===== src/hdl/bfa_pkg.sv =====
// ----------------------------------------------------------------------------
// bfa_pkg
// Shared types and constants for the best-fit block allocator.
// ----------------------------------------------------------------------------
`default_nettype none

package bfa_pkg;

	localparam int AMOUNT_W   = 16;
	localparam int BLOCK_W    = 4;
	localparam int BIU_W      = 5;
	localparam int APB_DATA_W = 32;
	localparam int APB_ADDR_W = 3;

	// item kinds
	localparam logic KIND_LOAD  = 1'b0;
	localparam logic KIND_ALLOC = 1'b1;

	// register word index (paddr[2])
	localparam logic REG_BLOCKS_IN_USE = 1'b0;

	localparam logic [BIU_W-1:0] BIU_RESET = 5'd16;

	typedef struct packed {
		logic                kind;
		logic [BLOCK_W-1:0]  block_number;
		logic [AMOUNT_W-1:0] amount;
	} req_item_t;

	typedef struct packed {
		logic                granted;
		logic [BLOCK_W-1:0]  chosen_block;
		logic [AMOUNT_W-1:0] size_before;
	} rsp_item_t;

	typedef enum logic [2:0] {
		ST_IDLE,
		ST_SCAN,
		ST_DRAIN,
		ST_COMMIT,
		ST_RESULT
	} bfa_state_t;

endpackage

`default_nettype wire


===== src/hdl/best_fit_block_allocator_core.sv =====
// ----------------------------------------------------------------------------
// best_fit_block_allocator_core
// Best-fit allocator over a table of block free sizes, APB configured.
// ----------------------------------------------------------------------------
//  channel  | signals                          | direction
//  ---------+----------------------------------+----------
//  req      | req_valid, req_ready, req        | in
//  rsp      | rsp_valid, rsp_ready, rsp        | out
//  apb      | psel penable pwrite paddr pwdata | in, prdata/pready out
//
// A load item to a block in range writes the table as it is accepted.
// An allocate scans limit = min(blocks_in_use, NUMBER_OF_BLOCKS) blocks:
// one table RAM read per block feeds the single compare unit, then a drain,
// a charge write and the result. A zero blocks_in_use skips the scan.
// Reset clears the table through per-entry valid bits; no clearing pass.
// The result register lets a new item be accepted while a result waits;
// an allocate holds in its final state only if the previous result is unread.
// ----------------------------------------------------------------------------
`default_nettype none

module best_fit_block_allocator_core #(
	parameter int NUMBER_OF_BLOCKS = 16
) (
	input  wire logic                             clk,
	input  wire logic                             arst_n,
	input  wire logic                             psel,
	input  wire logic                             penable,
	input  wire logic                             pwrite,
	input  wire logic [bfa_pkg::APB_ADDR_W-1:0]   paddr,
	input  wire logic [bfa_pkg::APB_DATA_W-1:0]   pwdata,
	output      logic [bfa_pkg::APB_DATA_W-1:0]   prdata,
	output      logic                             pready,
	input  wire logic                             req_valid,
	output      logic                             req_ready,
	input  wire bfa_pkg::req_item_t               req,
	output      logic                             rsp_valid,
	input  wire logic                             rsp_ready,
	output      bfa_pkg::rsp_item_t               rsp
);

	import bfa_pkg::*;

	localparam int IW = $clog2(NUMBER_OF_BLOCKS);

	logic [BIU_W-1:0]    blocks_in_use;
	logic                ram_we;
	logic [IW-1:0]       ram_waddr;
	logic [AMOUNT_W-1:0] ram_wdata;
	logic                ram_re;
	logic [IW-1:0]       ram_raddr;
	logic [AMOUNT_W-1:0] ram_rdata;

	bfa_regs u_regs (
		.clk           (clk),
		.arst_n        (arst_n),
		.psel          (psel),
		.penable       (penable),
		.pwrite        (pwrite),
		.paddr         (paddr),
		.pwdata        (pwdata),
		.prdata        (prdata),
		.pready        (pready),
		.blocks_in_use (blocks_in_use)
	);

	bfa_ram #(
		.WIDTH (AMOUNT_W),
		.DEPTH (NUMBER_OF_BLOCKS)
	) u_table (
		.clk   (clk),
		.we    (ram_we),
		.waddr (ram_waddr),
		.wdata (ram_wdata),
		.re    (ram_re),
		.raddr (ram_raddr),
		.rdata (ram_rdata)
	);

	bfa_seq #(
		.NUMBER_OF_BLOCKS (NUMBER_OF_BLOCKS)
	) u_seq (
		.clk           (clk),
		.arst_n        (arst_n),
		.blocks_in_use (blocks_in_use),
		.req_valid     (req_valid),
		.req_ready     (req_ready),
		.req           (req),
		.rsp_valid     (rsp_valid),
		.rsp_ready     (rsp_ready),
		.rsp           (rsp),
		.ram_we        (ram_we),
		.ram_waddr     (ram_waddr),
		.ram_wdata     (ram_wdata),
		.ram_re        (ram_re),
		.ram_raddr     (ram_raddr),
		.ram_rdata     (ram_rdata)
	);

endmodule

`default_nettype wire


===== src/hdl/bfa_ram.sv =====
// ----------------------------------------------------------------------------
// bfa_ram
// Generic single-write, single-read RAM with registered read data.
// ----------------------------------------------------------------------------
`default_nettype none

module bfa_ram #(
	parameter int WIDTH = 16,
	parameter int DEPTH = 16
) (
	input  wire logic                     clk,
	input  wire logic                     we,
	input  wire logic [$clog2(DEPTH)-1:0] waddr,
	input  wire logic [WIDTH-1:0]         wdata,
	input  wire logic                     re,
	input  wire logic [$clog2(DEPTH)-1:0] raddr,
	output      logic [WIDTH-1:0]         rdata
);

	logic [WIDTH-1:0] mem_q [DEPTH];

	always_ff @(posedge clk) begin
		if (we) begin
			mem_q[waddr] <= wdata;
		end
		if (re) begin
			rdata <= mem_q[raddr];
		end
	end

endmodule

`default_nettype wire


===== src/hdl/bfa_regs.sv =====
// ----------------------------------------------------------------------------
// bfa_regs
// APB register file holding the blocks_in_use setting.
// ----------------------------------------------------------------------------
`default_nettype none

module bfa_regs (
	input  wire logic                             clk,
	input  wire logic                             arst_n,
	input  wire logic                             psel,
	input  wire logic                             penable,
	input  wire logic                             pwrite,
	input  wire logic [bfa_pkg::APB_ADDR_W-1:0]   paddr,
	input  wire logic [bfa_pkg::APB_DATA_W-1:0]   pwdata,
	output      logic [bfa_pkg::APB_DATA_W-1:0]   prdata,
	output      logic                             pready,
	output      logic [bfa_pkg::BIU_W-1:0]        blocks_in_use
);

	import bfa_pkg::*;

	logic [BIU_W-1:0] biu_q;
	logic             wr_en;
	logic             hit;

	assign hit    = (paddr[2] == REG_BLOCKS_IN_USE);
	assign wr_en  = psel & penable & pwrite & hit;
	assign pready = 1'b1;

	always_ff @(posedge clk or negedge arst_n) begin
		if (!arst_n) begin
			biu_q <= BIU_RESET;
		end else if (wr_en) begin
			biu_q <= pwdata[BIU_W-1:0];
		end
	end

	always_comb begin
		prdata = '0;
		if (hit) begin
			prdata = {{(APB_DATA_W-BIU_W){1'b0}}, biu_q};
		end
	end

	assign blocks_in_use = biu_q;

endmodule

`default_nettype wire


===== src/hdl/bfa_seq.sv =====
// ----------------------------------------------------------------------------
// bfa_seq
// Sequencer and shared compare unit: loads, best-fit scan, charge, result.
// ----------------------------------------------------------------------------
`default_nettype none

module bfa_seq #(
	parameter int NUMBER_OF_BLOCKS = 16
) (
	input  wire logic                                clk,
	input  wire logic                                arst_n,
	input  wire logic [bfa_pkg::BIU_W-1:0]           blocks_in_use,
	input  wire logic                                req_valid,
	output      logic                                req_ready,
	input  wire bfa_pkg::req_item_t                  req,
	output      logic                                rsp_valid,
	input  wire logic                                rsp_ready,
	output      bfa_pkg::rsp_item_t                  rsp,
	// table RAM
	output      logic                                   ram_we,
	output      logic [$clog2(NUMBER_OF_BLOCKS)-1:0]    ram_waddr,
	output      logic [bfa_pkg::AMOUNT_W-1:0]           ram_wdata,
	output      logic                                   ram_re,
	output      logic [$clog2(NUMBER_OF_BLOCKS)-1:0]    ram_raddr,
	input  wire logic [bfa_pkg::AMOUNT_W-1:0]           ram_rdata
);

	import bfa_pkg::*;

	localparam int IW = $clog2(NUMBER_OF_BLOCKS);
	localparam int LW = ((IW + 1) > BIU_W) ? (IW + 1) : BIU_W;

	bfa_state_t state_q, state_d;

	logic [NUMBER_OF_BLOCKS-1:0] vld_q;
	logic [IW-1:0]               cnt_q;
	logic [IW-1:0]               last_q;
	logic [AMOUNT_W-1:0]         amt_q;

	logic                rd_v_s1;
	logic [IW-1:0]       idx_s1;
	logic                vld_s1;

	logic                found_q;
	logic [IW-1:0]       best_q;
	logic [AMOUNT_W-1:0] best_size_q;

	logic      rsp_valid_q;
	rsp_item_t rsp_q;

	logic                accept;
	logic                is_load;
	logic                load_ok;
	logic [LW-1:0]       limit;
	logic                limit_zero;
	logic [AMOUNT_W-1:0] cur_size;
	logic                take;
	logic                rsp_free;
	logic                rsp_load;

	assign req_ready = (state_q == ST_IDLE);
	assign accept    = req_valid & req_ready;
	assign is_load   = (req.kind == KIND_LOAD);
	assign load_ok   = (int'(req.block_number) < NUMBER_OF_BLOCKS);

	// search limit is min(blocks_in_use, table depth)
	assign limit = (int'(blocks_in_use) > NUMBER_OF_BLOCKS) ?
		LW'(NUMBER_OF_BLOCKS) : LW'(blocks_in_use);
	assign limit_zero = (blocks_in_use == '0);

	// shared compare unit
	assign cur_size = vld_s1 ? ram_rdata : '0;
	assign take = rd_v_s1 && (cur_size >= amt_q) &&
		(!found_q || (cur_size < best_size_q));

	assign rsp_free = !rsp_valid_q || rsp_ready;
	assign rsp_load = (state_q == ST_RESULT) && rsp_free;

	always_comb begin
		state_d = state_q;
		case (state_q)
			ST_IDLE: begin
				if (accept && !is_load) begin
					state_d = limit_zero ? ST_RESULT : ST_SCAN;
				end
			end
			ST_SCAN: begin
				if (cnt_q == last_q) begin
					state_d = ST_DRAIN;
				end
			end
			ST_DRAIN:  state_d = ST_COMMIT;
			ST_COMMIT: state_d = ST_RESULT;
			ST_RESULT: begin
				if (rsp_free) begin
					state_d = ST_IDLE;
				end
			end
			default: state_d = ST_IDLE;
		endcase
	end

	always_comb begin
		ram_we    = 1'b0;
		ram_waddr = IW'(req.block_number);
		ram_wdata = req.amount;
		if (state_q == ST_COMMIT) begin
			ram_we    = found_q;
			ram_waddr = best_q;
			ram_wdata = best_size_q - amt_q;
		end else if (accept && is_load) begin
			ram_we = load_ok;
		end
	end

	assign ram_re    = (state_q == ST_SCAN);
	assign ram_raddr = cnt_q;

	always_ff @(posedge clk or negedge arst_n) begin
		if (!arst_n) begin
			state_q     <= ST_IDLE;
			vld_q       <= '0;
			cnt_q       <= '0;
			rd_v_s1     <= 1'b0;
			found_q     <= 1'b0;
			rsp_valid_q <= 1'b0;
		end else begin
			state_q <= state_d;
			rd_v_s1 <= (state_q == ST_SCAN);
			if (ram_we) begin
				vld_q[ram_waddr] <= 1'b1;
			end
			if (accept) begin
				cnt_q   <= '0;
				found_q <= 1'b0;
			end else begin
				if (state_q == ST_SCAN) begin
					cnt_q <= cnt_q + 1'b1;
				end
				if (take) begin
					found_q <= 1'b1;
				end
			end
			if (rsp_load) begin
				rsp_valid_q <= 1'b1;
			end else if (rsp_ready) begin
				rsp_valid_q <= 1'b0;
			end
		end
	end

	always_ff @(posedge clk) begin
		if (accept) begin
			amt_q  <= req.amount;
			last_q <= IW'(limit - 1'b1);
		end
		idx_s1 <= cnt_q;
		vld_s1 <= vld_q[cnt_q];
		if (take) begin
			best_q      <= idx_s1;
			best_size_q <= cur_size;
		end
		if (rsp_load) begin
			rsp_q.granted      <= found_q;
			rsp_q.chosen_block <= found_q ? BLOCK_W'(best_q) : '0;
			rsp_q.size_before  <= found_q ? best_size_q : '0;
		end
	end

	assign rsp_valid = rsp_valid_q;
	assign rsp       = rsp_q;

endmodule

`default_nettype wire

===== config.mk =====
export PLATFORM = sky130hd
export DESIGN_NAME = best_fit_block_allocator_core
export DESIGN_NICKNAME = d
export VERILOG_FILES = /design/src/hdl/bfa_pkg.sv /design/src/hdl/best_fit_block_allocator_core.sv /design/src/hdl/bfa_ram.sv /design/src/hdl/bfa_regs.sv /design/src/hdl/bfa_seq.sv
export SDC_FILE = /design/constraint.sdc
export NUM_CORES = 1
export LEC_CHECK = 0
export ABC_CLOCK_PERIOD_IN_PS = 4780
export BUFFER_PORTS_ARGS = -buffer_cell sky130_fd_sc_hd__buf_2
export CAP_MARGIN = 40
export CORE_UTILIZATION = 58
export CTS_CLUSTER_SIZE = 24
export DETAILED_ROUTE_END_ITERATION = 10
export PLACE_DENSITY = 0.77
export SLEW_MARGIN = 20
export SYNTH_ARGS = -nofsm -noshare
export SYNTH_HDL_FRONTEND = slang
export SYNTH_SLANG_ARGS = --single-unit

===== constraint.sdc =====
create_clock -name clk -period 4.78 [get_ports clk]
set_input_delay 0.478 -clock clk [delete_from_list [all_inputs] [get_ports clk]]
set_output_delay 0.478 -clock clk [all_outputs]
set_load 0.03 [all_outputs]

==> out/results.txt <==
Outcome: completed
DRC violation count after routing: 0
#FFs+latches synth: 369
CTS root buffer: clkbuf_16
# port buffers: 61
Max Freq: 0.314 GHz
Cell count after synthesis: 902
Pwr Density: 538 nW/um^2
CTS sink cnt: 369
CTS tree: done
Post-Route WL: 33100 um
Syn avg cell area: 17.7 sq um
Final min period: 3.18 ns
Post-synth EDFFs: 333
Share of the yosys chip area belonging to registers: 68.0%
Final hold vios: 0
Critical Path AT: 3.39 ns
Cell Count, Final, Fillers Out: 1386
Slew HR: 51.6%
DR vias/cell: 6.03
CTS-repair resized insts: 0
Crit. End Element: register
Vias: 8364
Worst-case vdd ir drop: 0.000305 V
# setup viols final: 0
RSZ-0062 raised after global routing: false
Largest net degree at the start of global routing: 49
RePlAce Congestion: 0.882
H-Tree Depth: 2
Ant diodes: 0
Starting Density: 59.2%
Critical Path Source Type: register
Clk_lat worst skew: 0.52 ns
TritonCTS Buffers: 37
Layout cells sized above 1: 22.5%
DIE WIDTH: 168 um
Vias in the first global route: 8374
CP required: 4.99 ns
Post-detail-place hpwl: 19600 um
DIE AREA: 28200 sq um
Wire length per cell: 23.9 um
Core ar.: 27000 sq um
Cells after DPL: 1314
Synth async-reset ratio: 8.40%
Die Ht: 168 um
Grt total ovfl: 0
Final ANT Viol Nets: 0
Commonest non-fill, non-tap cells in the layout: edfxtp_1 (333), buf_2 (61), mux4_2 (50)
Most common cell after layout, fill and taps aside: edfxtp_1
Setup TNS: 0 ns
Initial drt markers: 823
Layout Nets: 1126
GRT Overall Usage: 24.4%
Ports: 119
Clock Tree Buf Depth: 3
Pins Over Slew Limit: 0
Synth cell types: 59
Max cap viols: 0
Ys Warns: 0
Area grow syn2layout: 12.6%
CP max FO: 16
Mapped cell area: 16000 sq um
# rows: 60
Setup Skew: 0.0201 ns
Top_reg_cell synth: edfxtp_1
First-pass GRT wire length: 50100 um
Crit Path Class: register to register
DRT Pass-1 Iters: 6
Initial antenna violation count: 0
Hold crit path type: input port to register
Clock transition at the registers of the reported paths: 0.06 ns
LEAKAGE: 6.63 nW
Least-Margin Pin Slew: 0.726 ns
Final period utilization: 66.6%
==> layout make-up <==
class                      count  area, sq um
sequential                   369        10900
fill                        1751         9020
multi-input combinational    461         4640
clock buffer                  55         1090
timing repair buffer         105          727
tap                          341          427
inverter                      42          158
clock inverter                13         87.6
==> path summary, 6_finish.rpt <==
check	from	end	slack, ns	depth (start not counted)
worst min-delay path	req[11]	u_seq.amt_q[11]	0.15	1
worst max-delay path	u_seq.vld_s1	u_seq.best_size_q[1]	1.60	8
worst max register to register	u_seq.vld_s1	u_seq.best_size_q[1]	1.60	8
max in group asynchronous	arst_n	u_regs.blocks_in_use[4]	3.98	3
worst min register to register	u_seq.idx_s1[1]	u_seq.best_q[1]	0.41	0
min in group asynchronous	arst_n	u_seq.state_q[2]	0.34	2
==> registers in the layout (all words and copies together), names as in the netlist <==
name	flops
u_seq.amt_q	16
u_seq.best_q	4
u_seq.last_q	4
u_seq.found_q	1
u_seq.rsp_valid	1
u_regs.blocks_in_use	5
u_seq.state_q	3
u_seq.rd_v_s1	1
u_seq.ram_raddr	4
u_seq.rsp	21
u_seq.vld_q	16
u_table.rdata	16
u_seq.idx_s1	4
u_seq.best_size_q	16
u_table.mem_q	256
u_seq.vld_s1	1
==> kinds of logic (layout without fill, tap and decap cells) <==
group | Yosys count | count (layout) | synth area share, %
buf+inv | 98 | 215 | 3.65
simple gates | 168 | 168 | 5.48
xor+xnor | 18 | 18 | 0.986
mux | 95 | 95 | 13.5
other cells | 2 | 28 | 0.0470
flops | 369 | 369 | 68.0
compound gates | 105 | 105 | 4.62
fa+ha+maj | 47 | 47 | 3.73
==> synthesized netlist by cell type (7+ instances only) <==
library cell	number	area share, %
mux4_2	50	7.0
edfxtp_1	333	63
ha_1	46	3.6
buf_2	8	0.25
nor2_2	8	0.31
o21bai_1	9	0.42
mux4_1	34	5.6
nor2b_1	9	0.35
nor2_1	41	0.96
or2_1	9	0.35
and3_1	7	0.27
and2_1	19	0.74
xor2_1	9	0.49
xnor2_1	9	0.49
dfrtp_1	30	4.7
nand2b_1	14	0.55
buf_6	9	0.63
a21oi_1	21	0.66
inv_1	42	0.99
nand2_1	34	0.80
a21o_1	12	0.56
buf_4	31	1.5
o21ai_0	24	0.75
==> worst max-delay path, stage by stage, from the launching register on <==
cell	delay, ns
dfxtp_1	0.65
and2_1	0.28
ha_1	0.29
a21o_1	0.19
a21o_1	0.18
a21oi_1	0.17
o21ai_0	0.13
a211oi_2	0.66
buf_4	0.33
==> report_power, final <==
part | leakage [nW] | switching (W) | internal, W
Combinational | 2.59 | 0.00144 | 0.00119
Clock | 0.580 | 0.00114 | 0.00163
Sequential | 3.45 | 0.000201 | 0.00407
Total | 6.63 | 0.00279 | 0.00689
==> routing by layer <==
layer	part of all wire [%]	track usage (%)	vias to the layer above
li1	-	-	3715
met1	41	32.9	4257
met2	50	41.0	333
met3	6.3	4.18	59
met4	2.7	7.86	0
met5	0	0	-
==> repair_timing <==
action,4_1_cts,5_1_grt
buffers inserted,0,0
hold buffers,0,1
hold endpoints to repair,0,4
setup endpoints to repair,0,0
==> through the flow <==
step	utilization, %	hold slack, ns	setup WS (ns)	instance area (sq um)	total power, W
floorplan	-	0.182	1.23	16100	0.00625
global placement	61.8	0.385	1.61	16700	0.00678
detailed placement	62.0	0.394	1.57	16800	0.00690
CTS	66.4	0.0456	1.58	17900	0.00970
global route	66.6	0.136	1.40	18000	0.0101
finish	66.6	0.153	1.60	18000	0.00968
Note: power is estimated with default switching activity, not from simulation.
